### src/hdl/ckl_pkg.sv
// ============================================================================
// Color-keyed layer compositor package
// Shared sizes, request codes, sequencer states and control structs.
// ============================================================================
package ckl_pkg;

    // Table and pixel memory sizes. PIXEL_WORDS is a power of two, so the
    // pixel address wraps by dropping the high bits.
    localparam int MAX_LAYERS  = 16;
    localparam int PIXEL_WORDS = 32768;

    localparam int SLOT_W   = (MAX_LAYERS > 1) ? $clog2(MAX_LAYERS) : 1;
    localparam int CNT_W    = $clog2(MAX_LAYERS + 1);
    localparam int CMP_W    = (CNT_W > 4) ? CNT_W : 4;
    localparam int PIXEL_AW = $clog2(PIXEL_WORDS);

    // Request codes.
    typedef enum logic [1:0] {
        REQ_DEFINE    = 2'd0,
        REQ_MARK      = 2'd1,
        REQ_WRITE     = 2'd2,
        REQ_COMPOSITE = 2'd3
    } t_req_type;

    // Sequencer states.
    typedef enum logic [2:0] {
        ST_IDLE,
        ST_CALC,
        ST_MUL,
        ST_ADDR,
        ST_CMP,
        ST_FIN
    } t_state;

    // One layer table entry, without the drawn flag.
    typedef struct packed {
        logic signed [9:0] left;
        logic signed [9:0] top;
        logic [7:0]        width;
        logic [7:0]        height;
        logic [14:0]       base;
        logic [15:0]       key;
    } t_layer;

    // Layer table updates from the sequencer.
    typedef struct packed {
        logic              def_en;
        logic              mark_en;
        logic [SLOT_W-1:0] mark_slot;
    } t_tbl_ctrl;

    // Address unit steps from the sequencer.
    typedef struct packed {
        logic calc_en;
        logic mul_en;
        logic skip;
    } t_au_ctrl;

endpackage

### src/hdl/ckl_addr_unit.sv
// ============================================================================
// Layer address unit
// Shared coverage test and pixel address computation, reused for each layer.
// ============================================================================
module ckl_addr_unit (
    input  logic                          i_clk,
    input  ckl_pkg::t_au_ctrl             i_ctrl,
    input  logic signed [9:0]             i_px,
    input  logic signed [9:0]             i_py,
    input  ckl_pkg::t_layer               i_entry,
    output logic                          o_hit,
    output logic [ckl_pkg::PIXEL_AW-1:0]  o_addr,
    output logic [15:0]                   o_key
);

    logic signed [10:0] w_dx;
    logic signed [10:0] w_dy;
    logic [16:0]        w_sum;

    logic [7:0]  r_dx;
    logic [7:0]  r_dy;
    logic [7:0]  r_w;
    logic [14:0] r_base;
    logic [15:0] r_key;
    logic [15:0] r_prod;

    // Offset of the pixel inside the layer and the coverage test.
    assign w_dx  = 11'(i_px) - 11'(i_entry.left);
    assign w_dy  = 11'(i_py) - 11'(i_entry.top);
    assign o_hit = !i_ctrl.skip && !w_dx[10] && !w_dy[10]
                   && ($unsigned(w_dx) < 11'(i_entry.width))
                   && ($unsigned(w_dy) < 11'(i_entry.height));

    // Capture the offsets; inside a covering layer they fit in eight bits.
    always_ff @(posedge i_clk) begin
        if (i_ctrl.calc_en) begin
            r_dx   <= w_dx[7:0];
            r_dy   <= w_dy[7:0];
            r_w    <= i_entry.width;
            r_base <= i_entry.base;
            r_key  <= i_entry.key;
        end
    end

    // Row offset product.
    always_ff @(posedge i_clk) begin
        if (i_ctrl.mul_en) begin
            r_prod <= r_dy * r_w;
        end
    end

    // Word address, wrapped to the pixel memory size.
    assign w_sum  = 17'(r_base) + 17'(r_dx) + 17'(r_prod);
    assign o_addr = ckl_pkg::PIXEL_AW'(w_sum);
    assign o_key  = r_key;

endmodule

### config.mk
export PLATFORM = sky130hd
export DESIGN_NAME = ckl_addr_unit
export DESIGN_NICKNAME = d
export VERILOG_FILES = /design/src/hdl/ckl_pkg.sv /design/src/hdl/ckl_addr_unit.sv
export SDC_FILE = /design/constraint.sdc
export NUM_CORES = 1
export LEC_CHECK = 0
export ABC_CLOCK_PERIOD_IN_PS = 4000
export BUFFER_PORTS_ARGS = -buffer_cell sky130_fd_sc_hd__buf_2
export CORE_ASPECT_RATIO = 1.2
export CORE_MARGIN = 4
export CORE_UTILIZATION = 40
export CTS_CLUSTER_DIAMETER = 120
export DETAILED_ROUTE_END_ITERATION = 7
export PLACE_DENSITY = 0.6
export SLEW_MARGIN = 20
export SYNTH_ARGS = -nofsm -noshare
export SYNTH_HDL_FRONTEND = slang
export SYNTH_SLANG_ARGS = --single-unit
### constraint.sdc
create_clock -name i_clk -period 4 [get_ports i_clk]
set_clock_uncertainty 0.05 [all_clocks]
set_input_delay 0.4 -clock i_clk [delete_from_list [all_inputs] [get_ports i_clk]]
set_output_delay 0.4 -clock i_clk [all_outputs]
set_load 0.05 [all_outputs]
Yosys cells after proc, flatten, opt, wreduce, memory -nomap -nowiden
Index checks and enable logic that the tools add are counted.
Widths: inputs -> output; s select.
{ "classes": {"add_sub_neg": 4, "n_mul": 1, "order_cmp": 2, "n_reduce_logical": 7} }
{ "ops": {"columns": ["op", "n"], "rows": [
  ["$lt 11x8->1", 2],
  ["$sub 10x10->11", 2],
  ["$add 15x15->15", 1],
  ["$add 15x8->15", 1],
  ["$mul 8x8->15", 1],
  ["$logic_and 1x1->1", 4],
  ["$logic_not 1->1", 3]
]} }
{ "word_totals": {"ff_bits": 70, "inputBits": 91, "out_inout_bits": 32} }

Logic depth before layout (Yosys ltp)
Gate-level depths: netlist of run 1.
{ "logic_depth": {"word_depth": 6, "depth_mapped": 17} }

Worst setup path after synthesis of run 1
OpenSTA, ideal clock, no wires.
{ "synth_timing": {"kind": "register -> register", "start": "reg r_w[4]", "end": "reg r_prod[12], data pin", "setup_ns": 0.258, "arrival_time_ns": 4.065, "required_ns": 3.692, "path_slack_ns": -0.373, "path_stages_with_launch": 16, "n_path_buf": 0, "cell_sequence": "edfxtp_1 -> and2_1 -> fa_1 -> fa_1 -> inv_1 -> fa_1 -> fa_1 -> inv_1 -> ha_1 -> nand2_1 -> o21ai_0 -> o41a_1 -> o21a_1 -> o21ai_0 -> nor2b_1 -> xnor2_1"} }
{ "synth_between": {"elab_chain_len": 1} }
{ "synth_lines": {"columns": ["element", "line", "source"], "rows": [
  ["from (decl)", "ckl_addr_unit.sv:22", "logic [7:0] r_w;"],
  ["from (signal assigned)", "ckl_addr_unit.sv:39", "r_w <= i_entry.width;"],
  ["$mul 8x8->15", "ckl_addr_unit.sv:48", "r_prod <= r_dy * r_w;"],
  ["to (signal assigned)", "ckl_addr_unit.sv:48", null],
  ["to (decl)", "ckl_addr_unit.sv:25", "logic [15:0] r_prod;"]
]} }
Every way passes these cells.
A chain may end at the register's enable or synchronous reset.

Worst setup path in the final report of run 1
{ "layout_timing": {"start": "reg r_dy[1]", "end": "reg r_prod[12], data pin"} }
{ "layout_between": {"elab_chain_len": 1} }
{ "layout_lines": {"columns": ["element", "line", "source"], "rows": [
  ["from (decl)", "ckl_addr_unit.sv:21", "logic [7:0] r_dy;"],
  ["from (signal assigned)", "ckl_addr_unit.sv:38", "r_dy <= w_dy[7:0];"],
  ["$mul 8x8->15", "ckl_addr_unit.sv:48", null]
]} }
Every way passes these cells.

==> results of run 1 <==
power groups by stage:
stage	sequential [mW]	combinational, mW	clock [mW]
after CTS	1.12	4.47	0.734
after global placement	1.13	4.20	0
final	1.12	4.52	0.716
after detailed placement	1.14	4.28	0
after floorplan	1.16	3.23	0
after global routing	1.13	5.05	0.767
metal layers:
metal,GRT usage (%),up-vias
li1,-,2286
met5,0,-
met4,4.54,0
met3,2.80,11
met1,16.8,2104
met2,27.5,80
worst reg2reg max path, delay by kind of cell, from the launching register on:
family / cells / cell delay (ns)
AO/OA/AOI/OAI: 5 / 0.79
XOR/XNOR: 1 / 0.07
adder cells (fa/ha/maj): 5 / 2.11
buffers and inverters: 3 / 0.14
flip-flops: 1 / 0.49
AND/OR/NAND/NOR: 2 / 0.30
worst min path at each step:
stage / from / endpoint / slack (ns) / cells past startpoint
2_1_floorplan: i_entry[0] / o_key[0] / 0.45 / 0
3_3_place_gp: i_entry[14] / o_key[14] / 0.53 / 1
3_5_place_dp: i_entry[22] / r_base[6] / 0.53 / 1
4_1_cts: i_entry[6] / o_key[6] / 0.18 / 1
5_1_grt: i_entry[14] / o_key[14] / 0.17 / 1
6_report: i_entry[6] / o_key[6] / 0.19 / 1
Yosys cell counts (2+ instances only):
library cell	count	share of area, %
a211oi_1	5	0.61
a21boi_0	4	0.49
a21o_1	7	0.85
a21oi_1	23	1.9
a31oi_1	2	0.20
and2_1	56	5.7
and3_1	2	0.20
edfxtp_1	70	34
fa_1	46	15
ha_1	87	18
inv_1	101	6.2
mux2i_1	2	0.33
nand2_1	26	1.6
nand2b_1	3	0.30
nand3_1	6	0.49
nor2_1	16	0.98
nor2b_1	7	0.71
nor3_1	8	0.65
o2111ai_1	2	0.28
o211ai_1	3	0.37
o21a_1	11	1.3
o21ai_0	19	1.5
o21bai_1	2	0.24
o31a_1	2	0.28
o41a_1	2	0.37
or2_2	4	0.41
or3_1	3	0.30
xnor2_1	25	3.6
xor2_1	9	1.3
final cells by class:
cell class / instances / area (um2)
Timing Repair Buffer: 170 / 983
Clock inverter: 6 / 38.8
Fill cell: 1365 / 7190
Multi-Input combinational cell: 395 / 3850
Inverter: 101 / 379
Clock buffer: 9 / 225
Tap cell: 204 / 255
Sequential cell: 70 / 2100
sequential cells by signal, indices dropped and copies added, names as in the netlist:
register  flops
r_dy          8
r_w           8
r_base       15
o_key        16
r_prod       15
r_dx          8
kinds of logic after synthesis:
| group | synth area share (%) |
|---|---|
| flops | 34.1 |
| buf+inv | 6.16 |
| mux | 0.325 |
| xor+xnor | 4.84 |
| compound gates | 9.98 |
| fa+ha+maj | 32.6 |
| simple gates | 11.9 |
repair_timing:
item	in CTS	in global routing
pin swaps	29	9
gates resized for setup	17	12
setup buffers	13	4
endpoints found under the setup margin	6	10
stage by stage:
stage | area, um2 | power, mW
6_report | 7840 | 6.35
5_1_grt | 7840 | 6.95
4_1_cts | 7770 | 6.33
3_5_place_dp | 7370 | 5.41
3_3_place_gp | 7370 | 5.33
2_1_floorplan | 6260 | 4.39
==> run metrics, run 1 <==
Least-Margin Pin Slew a little under 0.5 ns; met2 WL 6750 um; vias in the first global route 4,723; pre-CTS WS -0.347 ns; cell-internal power ~3.4 mW; final setup vio count 5; EDFF count, synth 70; Psw 2.97 mW; Final min period 4.24 ns; Crit-path slowest cell fa_1; post-synth cell types 42; fraction of layout cells with a size suffix above 1 between 30% and 40%; LEAKAGE around 3.8 nW; number of clock buffers inserted by TritonCTS 9; antenna violations before repair 0; synthesized instance count about 570; Clock Sinks 70; Async S/R FF share, synth 0%; CP Class reg -> reg; Post-Route Setup TNS -0.888 ns; Critical Path Most Common Cell fa_1; Reg2Reg Launch Point r_dy[1]; Layout Cells excl Fill approximately 960; CTS root buf clkbuf_16; most frequent cells in the layout 120 x buf_2, 96 x inv_1, 81 x ha_1, 70 x edfxtp_1, 47 x buf_4; CP startpoint r_dy[1]; Crit path largest cell delay 0.52 ns; n_diodes 0; antenna-violating nets left 0; Top Ports ~120; Die X 121 um; worst skew pair latency 0.33 ns; layout net count 971; worst hold path class in -> reg; DRC violations left 0; Placed Instances around 900; violated checks setup timing; initial drt markers 112; Met3 Routed Length 560 um; CTS tree done; Seq/Total Area, Yosys 34.1%; nature of the critical path startpoint flop; FF-to-FF setup slack -0.24 ns; nature of the critical path endpoint flop; Seq cells post-synth 70; cell breakdown of the critical path nand2_1 > fa_1 > fa_1 > inv_1 > fa_1 > inv_1 > fa_1 > inv_2 > ha_4 > o21a_1 > o21a_1 > o41a_1 > o21a_1 > o21ai_2 > nor2b_4 > xnor2_1; fin crit share 106%; Min Hold Slack ~0.19 ns; RSZ-0062 raised after global routing true; worst reg-to-reg path cell count 16; wire per inst roughly 13 um; Reg clk slew, reported paths 0.06 ns; Final Hold Fails 0; crit path to r_prod[12]; H-tree depth 3; Most used DFF post-synth edfxtp_1; outcome finished, violations left; Clk pwr share 11.3%; share of power burned in registers between 10% and 20%; Core ar. 15,000 um2; cts hold-fix bufs 0; CP top delay family adder cells; max-cap violations 0; routed wire length 12,400 um; Arrival @ worst endpoint between 4 and 5 ns; dpl hpwl 10,600 um; Post-Syn Area roughly 6200 um2; GRT overflow 0; largest net degree at the start of global routing roughly 40; WL met1 4890 um; Critical R2R Capture r_prod[12]; clk buf depth 2; gp weighted congestion 0.842; CP Depth 16; Port Buffers 122; starting density of the core 41.0%; vias between 4,000 and 5,000; syn_nets 790; Final Max Slew Viols 0; Max Clk Rate 236 MHz; setup ws final -0.243 ns; Synth Area per Inst about 11 um2; Final Core Density between 50% and 60%; sw frac 46.8%; die area 17,500 um2; Highest Signal Layer met4; Row Count about 50; Worst Path Buf+Inv 3; commonest non-fill, non-tap cell in the layout buf_2; Power Dens Cells around 800 nW/um2; GRT Total Usage 14.6%; first-pass GRT wire length approximately 21,000 um; vias per inst 4.69; CP Max Fanout 5; Worst EP required 4.03 ns; Pre-Repair DR Iteration Count 5; Layout area overhead 27.2%; combinational share of power 71.1%; relative slew slack between 60% and 70%; synth warn 0; Chip Height 144 um; Max rail drop VDD 0.000381 V
Power figures use the tool's default switching activity.
==> inputs of run 2 (changes only) <==
Settings changed: SKIP_LAST_GASP set to 1.
==> run metrics, run 2 (synthesis gave the netlist of run 1 again) <==
pre-CTS WS -0.347 ns (unchanged); Reg clk slew, reported paths 0.06 ns (about the same); antenna violations before repair 0 (unchanged); Die X 121 um (unchanged); cell breakdown of the critical path nand2_2 > fa_1 > fa_1 > inv_1 > fa_1 > inv_1 > fa_1 > inv_2 > ha_4 > o21a_1 > o21a_1 > o41a_1 > o21a_1 > o21ai_2 > nor2b_4 > xnor2_1; Core ar. 15,000 um2 (unchanged); Reg2Reg Launch Point r_w[2]; n_diodes 0 (unchanged); Top Ports 123 (unchanged); Highest Signal Layer met4; Port Buffers 122 (unchanged); Arrival @ worst endpoint 4.27 ns (about the same); CTS root buf clkbuf_16; final setup vio count 5 (unchanged); RSZ-0062 raised after global routing true; antenna-violating nets left 0 (unchanged); Power Dens Cells 809 nW/um2 (-0.20%); worst skew pair latency 0.33 ns (about the same); Met3 Routed Length 538 um (-3.9%); Layout area overhead 27.5%; Final Max Slew Viols 0 (unchanged); GRT overflow 0 (unchanged); number of flip-flops in the largest register 16 (unchanged); outcome finished, violations left; largest net degree at the start of global routing 41 (unchanged); worst reg-to-reg path cell count 16 (unchanged); Max rail drop VDD 0.000382 V (+0.13%); Final Core Density 52.3% (+0.10 points); layout net count 973 (+0.21%); H-tree depth 3 (unchanged); Max Clk Rate 236 MHz (about the same); CP Max Fanout 8 (+3); CTS tree done; max-cap violations 0 (unchanged); nature of the critical path endpoint flop; met2 WL 6710 um (-0.61%); number of clock buffers inserted by TritonCTS 9 (unchanged); most frequent cells in the layout 120 x buf_2, 97 x inv_1, 81 x ha_1, 70 x edfxtp_1, 49 x buf_4; hold_sp i_entry[18]; Critical R2R Capture r_prod[12]; GRT Total Usage 14.6% (unchanged); wire per inst 12.9 um (about the same); vias per inst 4.69 (about the same); Layout Cells excl Fill 957 (+0.21%); routed wire length 12,400 um (+0.26%); gp weighted congestion 0.842 (unchanged); Placed Instances 924 (unchanged); Crit path largest cell delay 0.51 ns (about the same); Row Count 49 (unchanged); relative slew slack 67.3% (-0.082 points); vias in the first global route 4,710 (-0.28%); Chip Height 144 um (unchanged); Min Hold Slack 0.189 ns (-0.00111 ns); starting density of the core 41.0% (unchanged); setup ws final -0.240 ns (+0.00223 ns); Hold EP r_base[2]; commonest non-fill, non-tap cell in the layout buf_2; LEAKAGE 3.77 nW (+0.28%); clk buf depth 2 (unchanged); Crit-path slowest cell fa_1; worst hold path class in -> reg; WL met1 4970 um (+1.7%); Clock Sinks 70 (unchanged); dpl hpwl 10,600 um (unchanged); first-pass GRT wire length 20,800 um (about the same); Min-Delay Path Depth 1 (unchanged); CP startpoint r_w[2]; fraction of layout cells with a size suffix above 1 31.3% (+0.050 points); nature of the critical path startpoint flop; vias 4,486 (+0.11%); die area 17,500 um2 (unchanged); violated checks setup timing; Pre-Repair DR Iteration Count 4 (-1); Final Hold Fails 0 (unchanged); CP Class reg -> reg; DRC violations left 0 (unchanged); FF-to-FF setup slack -0.24 ns (about the same); Worst EP required 4.03 ns (about the same); Critical Path Most Common Cell fa_1; initial drt markers 87 (-22%); Final Total Pwr 6.35 mW (about the same); Least-Margin Pin Slew 0.491 ns (+0.00124 ns); fin crit share 106% (about the same); Final min period 4.24 ns (-0.00223 ns)
-- run 2: cell count changes in the layout (fill, tap and decap cells not counted), sizes merged --
cell / before / now
buf: 169 / 171
-- run 2: report_power, final --
| part | total, mW | internal (mW) | switching, mW |
|---|---|---|---|
| Combinational | 4.52 | 1.92 | 2.60 |
| Sequential | 1.12 | 1.05 | 0.0728 |
| Clock | 0.716 | 0.414 | 0.302 |
| Total | 6.35 | 3.38 | 2.97 |
-- run 2: repair_timing --
action | CTS | global route
setup endpoints to repair | 6 | 10
hold buffers | 0 | 0
pin swaps | 28 | 7
buffers inserted | 13 | 6
gates resized for setup | 16 | 12
-- run 2: worst max path at each step --
| stage | slack, ns | endpoint | depth (start not counted) |
|---|---|---|---|
| after floorplan | -0.08 | r_prod[12] | 15 |
| after CTS | -0.27 | r_prod[12] | 16 |
| after global routing | -0.44 | r_prod[12] | 16 |
| after detailed placement | -0.35 | r_prod[14] | 14 |
| after global placement | -0.26 | r_prod[12] | 15 |
| final | -0.24 | r_prod[12] | 16 |
-- run 2: cell type report --
| type | instances | area, um2 |
|---|---|---|
| clock buffers | 9 | 225 |
| inverters | 101 | 379 |
| fillers | 1357 | 7170 |
| multi-input cells | 395 | 3850 |
| clock inverters | 6 | 38.8 |
| repair buffers | 172 | 998 |
| flip-flops and latches | 70 | 2100 |
| well taps | 204 | 255 |
-- run 2: routing by layer --
metal	vias to the layer above	global-route usage (%)
li1	2288	-
met1	2107	16.9
met2	78	27.5
met3	13	2.76
met4	0	4.42
met5	-	0
-- run 2: worst max-delay path, delay by kind of cell, from the launching register on --
| kind | cells | cell delay, ns |
|---|---|---|
| fa+ha+maj | 5 | 2.16 |
| compound gates | 5 | 0.79 |
| flops | 1 | 0.50 |
| simple gates | 2 | 0.26 |
| buf+inv | 3 | 0.14 |
| xor+xnor | 1 | 0.07 |
-- run 2: per-stage QoR --
| stage | cell area, um2 | setup TNS, ns |
|---|---|---|
| after global placement | 7370 | -0.938 |
| after CTS | 7770 | -0.925 |
| after detailed placement | 7370 | -1.34 |
| after floorplan | 6260 | -0.160 |
| after global routing | 7850 | -2.00 |
| final | 7850 | -0.873 |
==> inputs of run 3 (changes only) <==
Settings changed: CELL_PAD_IN_SITES_DETAIL_PLACEMENT set to 1, CELL_PAD_IN_SITES_GLOBAL_PLACEMENT set to 1, CORE_UTILIZATION 40 to 30, PLACE_DENSITY 0.6 to 0.58.
==> run metrics, run 3 (synthesis gave the netlist of run 1 again) <==
clk buf depth 2 (unchanged); Power Dens Cells 825 nW/um2 (+1.9%); gp weighted congestion 0.807 (-4.2%); fraction of layout cells with a size suffix above 1 32.0% (+0.70 points); largest net degree at the start of global routing 31 (-24%); H-tree depth 3 (unchanged); Least-Margin Pin Slew 0.650 ns (+0.160 ns); LEAKAGE 3.77 nW (about the same); RSZ-0062 raised after global routing true; number of flip-flops in the largest register 16 (unchanged); Die X 139 um (+14%); Reg2Reg Launch Point r_w[2]; Row Count 57 (+16%); violated checks setup timing; fill count 2,312 (+70%); Final Max Slew Viols 0 (unchanged); Arrival @ worst endpoint 4.34 ns (+0.07 ns); Layout area overhead 29.1%; vias per inst 4.53 (-3.3%); outcome finished, violations left; worst skew pair latency 0.34 ns (about the same); vias in the first global route 5,121 (+8.7%); setup ws final -0.306 ns (-0.0657 ns); n_diodes 0 (unchanged); routed wire length 14,500 um (+17%); Core ar. 20,300 um2 (+35%); Top Ports 123 (unchanged); DRC violations left 0 (unchanged); Port Buffers 122 (unchanged); commonest non-fill, non-tap cell in the layout buf_2; Reg clk slew, reported paths 0.06 ns (about the same); antenna violations before repair 0 (unchanged); Max Clk Rate 232 MHz (-1.5%); CTS root buf clkbuf_16; antenna-violating nets left 0 (unchanged); die area 22,900 um2 (+31%); GRT overflow 0 (unchanged); CP startpoint r_w[2]; worst hold path class in -> reg; CTS tree done; GRT Total Usage 12.7% (-2.0 points); first-pass GRT wire length 23,700 um (+14%); Max rail drop VDD 0.000589 V (+54%); vias 4,595 (+2.4%); CP Class reg -> reg; starting density of the core 30.4% (-11 points); Final Total Pwr 6.56 mW (+3.2%); Final Hold Fails 0 (unchanged); Final min period 4.31 ns (+0.0657 ns); max-cap violations 0 (unchanged); nature of the critical path startpoint flop; wire per inst 14.3 um (+11%); hold_sp i_entry[10]; Pre-Repair DR Iteration Count 4 (unchanged); number of clock buffers inserted by TritonCTS 9 (unchanged); fin crit share 108% (+1.6 points); nature of the critical path endpoint flop; most frequent cells in the layout 120 x buf_2, 94 x inv_1, 81 x ha_1, 70 x edfxtp_1, 43 x buf_4; Hold EP o_key[10]; Critical R2R Capture r_prod[12]; CP Max Fanout 6 (-2); layout net count 968 (-0.51%); Chip Height 165 um (+15%); worst reg-to-reg path cell count 16 (unchanged); FF-to-FF setup slack -0.31 ns (-0.07 ns); Min-Delay Path Depth 1 (unchanged); Worst EP required 4.04 ns (about the same); relative slew slack 56.6% (-11 points); Clock Sinks 70 (unchanged); final setup vio count 5 (unchanged); Post-Route Setup TNS -1.10 ns (-0.224 ns); dpl hpwl 12,500 um (+19%); initial drt markers 63 (-28%)
[run 3: cell count changes in the layout (fill, tap and decap cells not counted), moves of 3 or more]
cell	before	now
and2_4	12	15
inv_2	4	7
inv_1	97	94
buf_4	49	43
and2_1	44	41
[run 3: power by group]
group          internal (mW)  switching (mW)
logic                   1.93            2.68
clock network          0.493           0.339
registers               1.05          0.0725
[run 3: final cells by class]
type,count,area (um2),share of cell area [%]
Inverter,101,379,4.77
Timing Repair Buffer,167,965,12.1
Tap cell,265,332,4.17
Multi-Input combinational cell,395,3870,48.7
Clock inverter,7,80.1,1.01
Clock buffer,9,225,2.83
Sequential cell,70,2100,26.4
[run 3: what timing repair did]
item,in CTS,in global routing
pin swaps,13,11
setup buffers,4,9
hold buffers,0,0
resized for setup,11,26
endpoints found under the setup margin,6,10
[run 3: worst max-delay path by stage]
stage                     cells after the start  slack (ns)         end
final                                        16       -0.31  r_prod[12]
after global routing                         16       -0.46  r_prod[12]
after CTS                                    16       -0.34  r_prod[12]
after detailed placement                     16       -0.41  r_prod[12]
after global placement                       16       -0.31  r_prod[12]
after floorplan                              15       -0.08  r_prod[12]
[run 3: worst max-delay path, stage by stage (launching register included)]
cell and delay [ns]:
edfxtp_1 0.50, buf_4 0.18, and2_4 0.13, fa_1 0.49, fa_1 0.43, fa_1 0.49, inv_1 0.05, fa_1 0.49
inv_2 0.05, ha_4 0.21, o21a_1 0.10, o21a_1 0.16, o41a_1 0.12, o21a_1 0.20, o21ai_2 0.16, nor2b_4 0.17
xnor2_1 0.08
[run 3: metrics by stage]
stage               setup slack (ns)  instances  hold slack (ns)  instance area (um2)  util (%)
floorplan                    -0.0810        566            0.449                 6260         -
global placement              -0.315        985            0.526                 7450      36.8
detailed placement            -0.411        985            0.528                 7450      36.8
CTS                           -0.337       1005            0.161                 7810      38.6
global route                  -0.465       1014            0.162                 7950      39.3
finish                        -0.306       1014            0.183                 7950      39.3
[run 3: layer usage]
| metal | up-vias | GRT usage (%) | wire length (um) |
|---|---|---|---|
| met1 | 2232 | 13.9 | 5730 |
| met3 | 15 | 2.20 | 497 |
| met5 | - | 0 | 0 |
| met2 | 74 | 24.9 | 8110 |
| li1 | 2274 | - | - |
| met4 | 0 | 3.91 | 187 |
