===== src/hdl/ckl_pkg.sv =====
// ============================================================================
// Color-keyed layer compositor package
// Shared sizes, request codes, sequencer states and control structs.
// ============================================================================
package ckl_pkg;

    // Table and pixel memory sizes. PIXEL_WORDS is a power of two, so the
    // pixel address wraps by dropping the high bits.
    localparam int MAX_LAYERS  = 16;
    localparam int PIXEL_WORDS = 32768;

    localparam int SLOT_W   = (MAX_LAYERS > 1) ? $clog2(MAX_LAYERS) : 1;
    localparam int CNT_W    = $clog2(MAX_LAYERS + 1);
    localparam int CMP_W    = (CNT_W > 4) ? CNT_W : 4;
    localparam int PIXEL_AW = $clog2(PIXEL_WORDS);

    // Request codes.
    typedef enum logic [1:0] {
        REQ_DEFINE    = 2'd0,
        REQ_MARK      = 2'd1,
        REQ_WRITE     = 2'd2,
        REQ_COMPOSITE = 2'd3
    } t_req_type;

    // Sequencer states.
    typedef enum logic [2:0] {
        ST_IDLE,
        ST_CALC,
        ST_MUL,
        ST_ADDR,
        ST_CMP,
        ST_FIN
    } t_state;

    // One layer table entry, without the drawn flag.
    typedef struct packed {
        logic signed [9:0] left;
        logic signed [9:0] top;
        logic [7:0]        width;
        logic [7:0]        height;
        logic [14:0]       base;
        logic [15:0]       key;
    } t_layer;

    // Layer table updates from the sequencer.
    typedef struct packed {
        logic              def_en;
        logic              mark_en;
        logic [SLOT_W-1:0] mark_slot;
    } t_tbl_ctrl;

    // Address unit steps from the sequencer.
    typedef struct packed {
        logic calc_en;
        logic mul_en;
        logic skip;
    } t_au_ctrl;

endpackage


===== src/hdl/ckl_if.sv =====
// ============================================================================
// Compositor channel interfaces
// Request and response channels with valid/ready handshakes.
// ============================================================================

// Request channel: one transaction per request item.
interface ckl_req_if;
    logic              valid;
    logic              ready;
    logic [1:0]        req_type;
    logic [3:0]        slot;
    logic signed [9:0] coord_x;
    logic signed [9:0] coord_y;
    logic [7:0]        width;
    logic [7:0]        height;
    logic [14:0]       address;
    logic [15:0]       pixel_value;
    logic              source_opaque;
    logic              exclude_valid;

    modport source (
        output valid, req_type, slot, coord_x, coord_y, width, height,
               address, pixel_value, source_opaque, exclude_valid,
        input  ready
    );
    modport sink (
        input  valid, req_type, slot, coord_x, coord_y, width, height,
               address, pixel_value, source_opaque, exclude_valid,
        output ready
    );
endinterface

// Response channel: one transaction per request item.
interface ckl_rsp_if;
    logic        valid;
    logic        ready;
    logic [15:0] color;
    logic [3:0]  slot_index;
    logic        accepted;

    modport source (
        output valid, color, slot_index, accepted,
        input  ready
    );
    modport sink (
        input  valid, color, slot_index, accepted,
        output ready
    );
endinterface


===== src/hdl/ckl_seq.sv =====
// ============================================================================
// Compositor sequencer
// Decodes requests, walks the layer table for composites and holds results.
// ============================================================================
module ckl_seq (
    input  logic                          i_clk,
    input  logic                          i_rst_n,
    ckl_req_if.sink                       i_req,
    ckl_rsp_if.source                     o_rsp,
    input  logic                          i_cfg_we,
    input  logic [15:0]                   i_cfg_wdata,
    input  logic [ckl_pkg::CNT_W-1:0]     i_count,
    input  logic                          i_drawn,
    output logic [ckl_pkg::SLOT_W-1:0]    o_rd_idx,
    output ckl_pkg::t_tbl_ctrl            o_tbl_ctrl,
    output ckl_pkg::t_layer               o_def,
    output ckl_pkg::t_au_ctrl             o_au_ctrl,
    output logic signed [9:0]             o_px,
    output logic signed [9:0]             o_py,
    input  logic                          i_hit,
    input  logic [15:0]                   i_key,
    output logic                          o_ram_we,
    output logic [ckl_pkg::PIXEL_AW-1:0]  o_ram_waddr,
    output logic [15:0]                   o_ram_wdata,
    output logic                          o_ram_re,
    input  logic [15:0]                   i_ram_rdata
);

    ckl_pkg::t_state r_state, n_state;

    logic [ckl_pkg::SLOT_W-1:0] r_k, n_k;
    logic signed [9:0]          r_px, n_px;
    logic signed [9:0]          r_py, n_py;
    logic                       r_excl, n_excl;
    logic [3:0]                 r_ex_slot, n_ex_slot;
    logic [15:0]                r_color, n_color;
    logic [3:0]                 r_slot_idx, n_slot_idx;
    logic                       r_acc, n_acc;
    logic [15:0]                r_bg;

    logic        r_out_valid;
    logic [15:0] r_out_color;
    logic [3:0]  r_out_slot;
    logic        r_out_acc;

    logic w_last;
    logic w_out_free;
    logic w_take;

    assign w_last     = (ckl_pkg::CNT_W'(r_k) + ckl_pkg::CNT_W'(1)) == i_count;
    assign w_out_free = !r_out_valid || o_rsp.ready;
    assign w_take     = (r_state == ckl_pkg::ST_IDLE) && i_req.valid;

    assign i_req.ready = (r_state == ckl_pkg::ST_IDLE);

    // Next state.
    always_comb begin
        n_state = r_state;
        unique case (r_state)
            ckl_pkg::ST_IDLE: begin
                if (i_req.valid) begin
                    if ((ckl_pkg::t_req_type'(i_req.req_type) == ckl_pkg::REQ_COMPOSITE)
                        && !i_req.source_opaque && (i_count != '0)) begin
                        n_state = ckl_pkg::ST_CALC;
                    end else begin
                        n_state = ckl_pkg::ST_FIN;
                    end
                end
            end
            ckl_pkg::ST_CALC: begin
                if (i_hit) begin
                    n_state = ckl_pkg::ST_MUL;
                end else if (w_last) begin
                    n_state = ckl_pkg::ST_FIN;
                end
            end
            ckl_pkg::ST_MUL:  n_state = ckl_pkg::ST_ADDR;
            ckl_pkg::ST_ADDR: n_state = ckl_pkg::ST_CMP;
            ckl_pkg::ST_CMP: begin
                n_state = w_last ? ckl_pkg::ST_FIN : ckl_pkg::ST_CALC;
            end
            ckl_pkg::ST_FIN: begin
                if (w_out_free) begin
                    n_state = ckl_pkg::ST_IDLE;
                end
            end
            default: n_state = ckl_pkg::ST_IDLE;
        endcase
    end

    // Step controls and working register updates.
    always_comb begin
        n_k        = r_k;
        n_px       = r_px;
        n_py       = r_py;
        n_excl     = r_excl;
        n_ex_slot  = r_ex_slot;
        n_color    = r_color;
        n_slot_idx = r_slot_idx;
        n_acc      = r_acc;
        o_tbl_ctrl = '0;
        o_tbl_ctrl.mark_slot = ckl_pkg::SLOT_W'(i_req.slot);
        o_au_ctrl  = '0;
        o_au_ctrl.skip = !i_drawn
                         || (r_excl && (ckl_pkg::CMP_W'(r_k) == ckl_pkg::CMP_W'(r_ex_slot)));
        o_ram_we   = 1'b0;
        o_ram_re   = 1'b0;
        unique case (r_state)
            ckl_pkg::ST_IDLE: begin
                if (w_take) begin
                    n_px       = i_req.coord_x;
                    n_py       = i_req.coord_y;
                    n_excl     = i_req.exclude_valid;
                    n_ex_slot  = i_req.slot;
                    n_k        = '0;
                    n_color    = '0;
                    n_slot_idx = '0;
                    n_acc      = 1'b0;
                    unique case (ckl_pkg::t_req_type'(i_req.req_type))
                        ckl_pkg::REQ_DEFINE: begin
                            if (int'(i_count) < ckl_pkg::MAX_LAYERS) begin
                                o_tbl_ctrl.def_en = 1'b1;
                                n_slot_idx = 4'(i_count);
                                n_acc      = 1'b1;
                            end
                        end
                        ckl_pkg::REQ_MARK: begin
                            if (ckl_pkg::CMP_W'(i_req.slot) < ckl_pkg::CMP_W'(i_count)) begin
                                o_tbl_ctrl.mark_en = 1'b1;
                                n_acc = 1'b1;
                            end
                        end
                        ckl_pkg::REQ_WRITE: begin
                            if (int'(i_req.address) < ckl_pkg::PIXEL_WORDS) begin
                                o_ram_we = 1'b1;
                                n_acc    = 1'b1;
                            end
                        end
                        ckl_pkg::REQ_COMPOSITE: begin
                            n_acc   = 1'b1;
                            n_color = i_req.source_opaque ? i_req.pixel_value : r_bg;
                        end
                        default: n_acc = 1'b0;
                    endcase
                end
            end
            ckl_pkg::ST_CALC: begin
                o_au_ctrl.calc_en = 1'b1;
                if (!i_hit && !w_last) begin
                    n_k = r_k + ckl_pkg::SLOT_W'(1);
                end
            end
            ckl_pkg::ST_MUL: begin
                o_au_ctrl.mul_en = 1'b1;
            end
            ckl_pkg::ST_ADDR: begin
                o_ram_re = 1'b1;
            end
            ckl_pkg::ST_CMP: begin
                if (i_ram_rdata != i_key) begin
                    n_color = i_ram_rdata;
                end
                if (!w_last) begin
                    n_k = r_k + ckl_pkg::SLOT_W'(1);
                end
            end
            ckl_pkg::ST_FIN: begin
                n_k = r_k;
            end
            default: n_k = r_k;
        endcase
    end

    // Control registers.
    always_ff @(posedge i_clk) begin
        if (!i_rst_n) begin
            r_state     <= ckl_pkg::ST_IDLE;
            r_out_valid <= 1'b0;
            r_bg        <= '0;
        end else begin
            r_state <= n_state;
            if ((r_state == ckl_pkg::ST_FIN) && w_out_free) begin
                r_out_valid <= 1'b1;
            end else if (o_rsp.ready) begin
                r_out_valid <= 1'b0;
            end
            if (i_cfg_we) begin
                r_bg <= i_cfg_wdata;
            end
        end
    end

    // Working payload registers.
    always_ff @(posedge i_clk) begin
        r_k        <= n_k;
        r_px       <= n_px;
        r_py       <= n_py;
        r_excl     <= n_excl;
        r_ex_slot  <= n_ex_slot;
        r_color    <= n_color;
        r_slot_idx <= n_slot_idx;
        r_acc      <= n_acc;
    end

    // Response register, loaded when the previous response has left.
    always_ff @(posedge i_clk) begin
        if ((r_state == ckl_pkg::ST_FIN) && w_out_free) begin
            r_out_color <= r_color;
            r_out_slot  <= r_slot_idx;
            r_out_acc   <= r_acc;
        end
    end

    assign o_rsp.valid      = r_out_valid;
    assign o_rsp.color      = r_out_color;
    assign o_rsp.slot_index = r_out_slot;
    assign o_rsp.accepted   = r_out_acc;

    // Layer definition straight from the request fields.
    assign o_def.left   = i_req.coord_x;
    assign o_def.top    = i_req.coord_y;
    assign o_def.width  = i_req.width;
    assign o_def.height = i_req.height;
    assign o_def.base   = i_req.address;
    assign o_def.key    = i_req.pixel_value;

    assign o_rd_idx    = r_k;
    assign o_px        = r_px;
    assign o_py        = r_py;
    assign o_ram_waddr = ckl_pkg::PIXEL_AW'(i_req.address);
    assign o_ram_wdata = i_req.pixel_value;

endmodule

===== src/flat_wrapper.sv =====
// flat-port wrapper written by rule: the top's interface ports become plain ports
module ckl_seq_flat 
  (i_clk, i_rst_n, i_cfg_we, i_cfg_wdata, i_count, i_drawn, o_rd_idx, o_tbl_ctrl, o_def, o_au_ctrl, o_px, o_py, i_hit, i_key, o_ram_we, o_ram_waddr, o_ram_wdata, o_ram_re, i_ram_rdata, i_req_valid, i_req_req_type, i_req_slot, i_req_coord_x, i_req_coord_y, i_req_width, i_req_height, i_req_address, i_req_pixel_value, i_req_source_opaque, i_req_exclude_valid, i_req_ready, o_rsp_valid, o_rsp_color, o_rsp_slot_index, o_rsp_accepted, o_rsp_ready);
  ckl_req_if i_req_i ();
  ckl_rsp_if o_rsp_i ();
  input  logic i_clk;
  input  logic i_rst_n;
  input  logic i_cfg_we;
  input  logic [15:0] i_cfg_wdata;
  input  logic [ckl_pkg::CNT_W-1:0] i_count;
  input  logic i_drawn;
  output logic [ckl_pkg::SLOT_W-1:0] o_rd_idx;
  output ckl_pkg::t_tbl_ctrl o_tbl_ctrl;
  output ckl_pkg::t_layer o_def;
  output ckl_pkg::t_au_ctrl o_au_ctrl;
  output logic signed [9:0] o_px;
  output logic signed [9:0] o_py;
  input  logic i_hit;
  input  logic [15:0] i_key;
  output logic o_ram_we;
  output logic [ckl_pkg::PIXEL_AW-1:0] o_ram_waddr;
  output logic [15:0] o_ram_wdata;
  output logic o_ram_re;
  input  logic [15:0] i_ram_rdata;
  input wire logic [$bits(i_req_i.valid)-1:0] i_req_valid;
  input wire logic [$bits(i_req_i.req_type)-1:0] i_req_req_type;
  input wire logic [$bits(i_req_i.slot)-1:0] i_req_slot;
  input wire logic [$bits(i_req_i.coord_x)-1:0] i_req_coord_x;
  input wire logic [$bits(i_req_i.coord_y)-1:0] i_req_coord_y;
  input wire logic [$bits(i_req_i.width)-1:0] i_req_width;
  input wire logic [$bits(i_req_i.height)-1:0] i_req_height;
  input wire logic [$bits(i_req_i.address)-1:0] i_req_address;
  input wire logic [$bits(i_req_i.pixel_value)-1:0] i_req_pixel_value;
  input wire logic [$bits(i_req_i.source_opaque)-1:0] i_req_source_opaque;
  input wire logic [$bits(i_req_i.exclude_valid)-1:0] i_req_exclude_valid;
  output wire logic [$bits(i_req_i.ready)-1:0] i_req_ready;
  output wire logic [$bits(o_rsp_i.valid)-1:0] o_rsp_valid;
  output wire logic [$bits(o_rsp_i.color)-1:0] o_rsp_color;
  output wire logic [$bits(o_rsp_i.slot_index)-1:0] o_rsp_slot_index;
  output wire logic [$bits(o_rsp_i.accepted)-1:0] o_rsp_accepted;
  input wire logic [$bits(o_rsp_i.ready)-1:0] o_rsp_ready;
  assign i_req_i.valid = i_req_valid;
  assign i_req_i.req_type = i_req_req_type;
  assign i_req_i.slot = i_req_slot;
  assign i_req_i.coord_x = i_req_coord_x;
  assign i_req_i.coord_y = i_req_coord_y;
  assign i_req_i.width = i_req_width;
  assign i_req_i.height = i_req_height;
  assign i_req_i.address = i_req_address;
  assign i_req_i.pixel_value = i_req_pixel_value;
  assign i_req_i.source_opaque = i_req_source_opaque;
  assign i_req_i.exclude_valid = i_req_exclude_valid;
  assign i_req_ready = i_req_i.ready;
  assign o_rsp_valid = o_rsp_i.valid;
  assign o_rsp_color = o_rsp_i.color;
  assign o_rsp_slot_index = o_rsp_i.slot_index;
  assign o_rsp_accepted = o_rsp_i.accepted;
  assign o_rsp_i.ready = o_rsp_ready;
  ckl_seq u_core (.i_clk(i_clk), .i_rst_n(i_rst_n), .i_req(i_req_i), .o_rsp(o_rsp_i), .i_cfg_we(i_cfg_we), .i_cfg_wdata(i_cfg_wdata), .i_count(i_count), .i_drawn(i_drawn), .o_rd_idx(o_rd_idx), .o_tbl_ctrl(o_tbl_ctrl), .o_def(o_def), .o_au_ctrl(o_au_ctrl), .o_px(o_px), .o_py(o_py), .i_hit(i_hit), .i_key(i_key), .o_ram_we(o_ram_we), .o_ram_waddr(o_ram_waddr), .o_ram_wdata(o_ram_wdata), .o_ram_re(o_ram_re), .i_ram_rdata(i_ram_rdata));
endmodule

===== config.mk =====
export PLATFORM = sky130hd
export DESIGN_NAME = ckl_seq_flat
export DESIGN_NICKNAME = d
export VERILOG_FILES = /design/src/hdl/ckl_pkg.sv /design/src/hdl/ckl_if.sv /design/src/hdl/ckl_seq.sv /design/src/flat_wrapper.sv
export SDC_FILE = /design/constraint.sdc
export NUM_CORES = 1
export LEC_CHECK = 0
export BUFFER_PORTS_ARGS = -buffer_cell sky130_fd_sc_hd__buf_2
export CAP_MARGIN = 30
export CORE_ASPECT_RATIO = 1.2
export CORE_MARGIN = 2
export CORE_UTILIZATION = 39
export CTS_CLUSTER_SIZE = 24
export DETAILED_ROUTE_END_ITERATION = 6
export PLACE_DENSITY = 0.74
export SLEW_MARGIN = 40
export SYNTH_ARGS = -nofsm -noshare
export SYNTH_HDL_FRONTEND = slang
export SYNTH_SLANG_ARGS = --single-unit

===== constraint.sdc =====
create_clock -name i_clk -period 4.9 [get_ports i_clk]
set_input_delay 0.49 -clock i_clk [delete_from_list [all_inputs] [get_ports i_clk]]
set_output_delay 0.49 -clock i_clk [all_outputs]
set_load 0.01 [all_outputs]

== After elaboration in Yosys (flattened, before gate mapping) ==
Index checks and enable logic that the tools add are counted.
Operators by class
  add/sub/neg operators: 2
  magnitude comparators: 2
  eq/ne operators: 18
  mux-type cells: 31
  reductions and logical operators: 25
Operators by type and width (count)
  $mux W16: 4
  $pmux W16 S2: 1
  $mux W3: 6
  $pmux W3 S6: 1
  $ne A16 B16 Y1: 1
  $mux W1: 12
  $mux W4: 3
  $pmux W4 S3: 1
  $ne A2 B1 Y1 const B: 4
  $eq A3 B2 Y1 const B: 2
  $eq A3 B3 Y1 const B: 2
  $logic_and A1 B1 Y1: 6
  $reduce_and A3 Y1: 2
  $add A4 B1 Y5 const B: 1
  $eq A5 B5 Y1: 1
  $logic_not A1 Y1: 5
  $lt A4 B5 Y1: 1
  $lt A5 B5 Y1 const B: 1
  $reduce_bool A5 Y1: 1
  $add A4 B1 Y4 const B: 1
  $eq A2 B2 Y1 const B: 2
  $eq A4 B4 Y1: 1
  $mux W2: 2
  $ne A2 B2 Y1 const B: 2
  other kinds (12): 15
Word-level totals
  bits in registers: 91
  input port bits: 135

== Logic depth before layout (Yosys ltp) ==
  depth after elaboration: 6
  mapped depth: 7

== Worst setup path after synthesis ==
No wires, ideal clock.
  path kind: flip-flop to flip-flop
  start point: register u_core.r_state[0]
  end point: register u_core.r_color[0], enable pin
  arrival: 1.822 ns
  required time: 4.501 ns
  setup slack: 2.679 ns
  stages on the path, launching flop included: 7
  cells stage by stage: dfxtp_1 > buf_4 > nor2_1 > and2_1 > buf_4 > buf_2 > a31oi_1
On the way
  longest elaborated chain between the ends: 4
Ends and longest elaborated chain
  start, declared: RTL line ckl_seq.sv:29  | ckl_pkg::t_state r_state, n_state;
  start signal, assigned: RTL line ckl_seq.sv:177  | r_state <= ckl_pkg::ST_IDLE;
  start signal, assigned: RTL line ckl_seq.sv:181  | r_state <= n_state;
  $logic_not A3 Y1: RTL line ckl_seq.sv:52, ckl_seq.sv:108
  $logic_and A1 B1 Y1: RTL line ckl_seq.sv:52  | assign w_take = (r_state == ckl_pkg::ST_IDLE) && i_req.valid;
  $ne A2 B1 Y1 (no source line)
  $reduce_and A3 Y1 (no source line) (*)
  end signal, assigned: RTL line ckl_seq.sv:200  | r_color <= n_color;
  end, declared: RTL line ckl_seq.sv:36  | logic [15:0] r_color, n_color;
Every way passes the cells marked *; elsewhere a longest branch is shown, timed or not.
A chain may end at the register's enable or synchronous reset.

== Worst setup path after layout ==
  start point: register u_core.r_state[2]
  end point: register u_core.r_k (netlist bit u_core.o_rd_idx[1]), enable pin
On the way
  longest elaborated chain between the ends: 4
Ends and longest elaborated chain
  $logic_not A3 Y1: RTL line ckl_seq.sv:52, ckl_seq.sv:108
  $logic_and A1 B1 Y1: RTL line ckl_seq.sv:52
  $ne A2 B1 Y1 (no source line)
  $reduce_and A4 Y1 (no source line) (*)
  end signal, assigned: RTL line ckl_seq.sv:195  | r_k <= n_k;
  end, declared: RTL line ckl_seq.sv:31  | logic [ckl_pkg::SLOT_W-1:0] r_k, n_k;
Marked as above.

==> summary.txt <==
part of the cycle the worst path needs -> 48.7%
Post-synth ARST share -> 0%
# fillers -> 1122
Top Usage Layer GRT -> met2
setup violators final -> 0
Netlist cell types -> 48
vias per inst -> 4.65
DPL Wire Length -> 8410 um
largest net degree at the start of global routing -> 31
clock transition time at the flip-flop clock pins of the worst setup and hold paths -> 0.06 ns
DRT antenna net count -> 0
Sw Ratio -> 26.8%
share of layout cells above drive strength 1 -> 46.8%
Hold Vio Cnt, Final -> 0
sequential standard cell area -> 2530 um2
Clk Latency, worst-skew pair -> 0.34 ns
Worst setup EP type -> flip-flop
CTS root buf -> clkbuf_16
Vias -> 3134
initial antenna violation count -> 0
Setup Skew -> 0.00717 ns
crit-path cells -> and2_1 > nor2_2 > a31o_1 > a21oi_1
Mapped Area -> 4730 um2
r2r endpoint -> u_core.o_rd_idx[1]
Synth Area in Compound Gates -> 4.89%
EDFF count, synth -> 71
setup bufs post-CTS -> 0
Seq pwr share -> 48.2%
Peak VDD IR -> 0.000166 V
critical path's top delay family -> simple AND/OR/NAND/NOR gates
# placed instances -> 658
Nets -> 647
largest family of logic cells by synthesized area -> buffers and inverters
port buffer count -> 213
TritonCTS clock tree -> built
Synth Flop Type -> edfxtp_1
startpoint of the worst hold path -> i_req_exclude_valid
Post-Synth XOR/XNOR Area -> 4.81%
Max Cap Violations -> 0
Final Wtd Congestion -> 0.944
P&R area growth vs syn -> 15.8%
Initial Util -> 39.6%
Worst EP required -> 4.90 ns
Yosys reg bits -> 91
unrepaired setup endpoints after global routing -> no
Clock power frac -> 34.6%
M3 GR Usage -> 3.72%
Net Count, Synth -> 539
area occupied by multi-input gates -> 1350 um2
post-synthesis sequential area ratio -> 53.5%
worst hold slack -> 0.335 ns
worst r2r src -> u_core.r_state[2]
DR pass1 iterations -> 4
CP max stage delay -> 0.67 ns
CTS Buf Count -> 9
Final Max Tran Viols -> 0
hold buffers post-CTS -> 0
Max-slew headroom -> 53.1%
Synth Instances -> 400
CTS Sinks -> 91
Worst R2R Path Depth -> 4
CP Max Fanout -> 18
CP Launch Type -> flip-flop
Worst Hold Depth -> 1
NetSw -> 0.000539 W
Core Util, Final -> 45.9%
critical path depth -> 4
Leak -> 2.39 nW
Residual DRC -> 0
CTS max path bufs -> 2
TNS Setup -> 0 ns
number of antenna diodes -> 0
outcome -> complete, no violations
adder-cell share of the synthesized area -> 1.06%
first-pass GRT wire length -> 15900 um
grt met1 use -> 18.3%
commonest cells after routing, fill and taps aside -> buf_2 (213), edfxtp_1 (71), mux2i_1 (32)
Comb pwr share -> 17.2%
Slowest-stage cell, CP -> and2_1
die area -> 13000 um2
Hold WC Path Type -> primary input to flip-flop
Arr. time, crit path -> 2.39 ns
r2r setup slk -> 2.51 ns
grt met2 use -> 27.7%
total core area -> 11900 um2
H-tree depth -> 3
P_int -> 0.00147 W
commonest non-fill, non-tap cell in the layout -> buf_2
Synth Area in Simple Gates -> 10.6%
mean post-synth cell area -> 11.8 um2
final worst path period need -> 2.39 ns
DR iter-0 viols -> 70
FP Rows -> 44
synth warn -> 0
final total power -> 0.00201 W
GRT Total Usage -> 15.6%
CTS resizes -> 0
Ports -> 291
Power Density -> 367 nW/um2
Avg WL per Cell -> 15.5 um
Worst Tran Pin Value -> 0.704 ns
Die Y -> 125 um
mux share of post-synthesis cell area -> 6.77%
vias in the first global route -> 3072
Layout Cells excl Fill -> 674
worst hold endpoint -> u_core.r_excl
critical path class -> flip-flop to flip-flop
WP buf/inv -> 0
Die Span X -> 105 um
global route overflow -> 0
fmax -> 419 MHz
routed wire length -> 10400 um
kinds of logic (layout without fill, tap and decap cells):
| group | Yosys count | after routing |
|---|---|---|
| XOR/XNOR | 26 | 26 |
| AO/OA/AOI/OAI | 37 | 37 |
| multiplexers | 32 | 32 |
| adder cells (fa/ha/maj) | 4 | 4 |
| AND/OR/NAND/NOR | 87 | 87 |
| buffers and inverters | 123 | 236 |
| flip-flops | 91 | 91 |
power groups by stage:
stage                     combinational (W)  sequential, W  clock (W)
after floorplan                    0.000265       0.000981          0
after CTS                          0.000351       0.000969   0.000712
final                              0.000347       0.000969   0.000694
after global placement             0.000340       0.000983          0
after global routing               0.000380       0.000977   0.000746
after detailed placement           0.000349       0.000986          0
worst max-delay path by stage:
stage	from	end	slack, ns
after floorplan	u_core.r_state[0]	u_core.r_color[0]	2.68
after global placement	u_core.r_state[2]	u_core.o_rd_idx[0]	2.68
after detailed placement	u_core.r_state[2]	u_core.o_rd_idx[1]	2.52
after CTS	u_core.r_state[2]	u_core.o_rd_idx[1]	2.51
after global routing	u_core.r_state[2]	u_core.o_rd_idx[2]	2.34
final	u_core.r_state[2]	u_core.o_rd_idx[1]	2.51
sequential cells by signal (all words and copies together), names as in the netlist:
name,cells
u_core.o_rsp.color,16
u_core.r_bg,16
u_core.r_color,16
u_core.o_px,10
u_core.o_py,10
u_core.o_rd_idx,4
u_core.o_rsp.slot_index,4
u_core.r_ex_slot,4
u_core.r_slot_idx,4
u_core.r_state,3
u_core.o_rsp.accepted,1
u_core.o_rsp.valid,1
u_core.r_acc,1
u_core.r_excl,1
synth_stat cells, types with 2 or more instances:
| master | instances | area [um2] |
|---|---|---|
| a21oi_1 | 3 | 15.0 |
| clkbuf_1 | 4 | 15.0 |
| nor3b_1 | 3 | 22.5 |
| nor3_2 | 2 | 20.0 |
| nor3_1 | 2 | 10.0 |
| buf_4 | 104 | 781 |
| ha_1 | 4 | 50.1 |
| buf_2 | 7 | 35.0 |
| nand2_1 | 23 | 86.3 |
| and2_1 | 6 | 37.5 |
| dfxtp_1 | 20 | 400 |
| nand2b_1 | 3 | 18.8 |
| o21ai_1 | 10 | 50.1 |
| nor4_1 | 2 | 12.5 |
| xor2_1 | 5 | 43.8 |
| nand3_1 | 3 | 15.0 |
| nor2_1 | 11 | 41.3 |
| mux2i_1 | 32 | 320 |
| inv_1 | 7 | 26.3 |
| o21ai_0 | 11 | 55.1 |
| nand4_1 | 3 | 18.8 |
| nor2b_1 | 19 | 119 |
| xnor2_1 | 21 | 184 |
| edfxtp_1 | 71 | 2130 |
stage by stage:
step	worst slack (ns)	area (um2)
after floorplan	2.68	4730
after global placement	2.68	5170
after detailed placement	2.52	5180
after CTS	2.51	5480
after global routing	2.34	5480
final	2.51	5480
layout make-up:
class | instances | share of cell area, %
multi-input combinational | 186 | 24.7
tap | 161 | 3.67
inverter | 7 | 0.479
clock buffer | 9 | 4.11
sequential | 91 | 46.2
clock inverter | 7 | 1.39
timing repair buffer | 213 | 19.4
per-layer routing:
| metal | up-vias | part of all wire (%) |
|---|---|---|
| met4 | 0 | 1.9 |
| met3 | 25 | 6.8 |
| met5 | - | 0 |
| li1 | 1505 | - |
| met1 | 1462 | 40 |
| met2 | 142 | 51 |
Note: power is estimated with default switching activity, not from simulation.
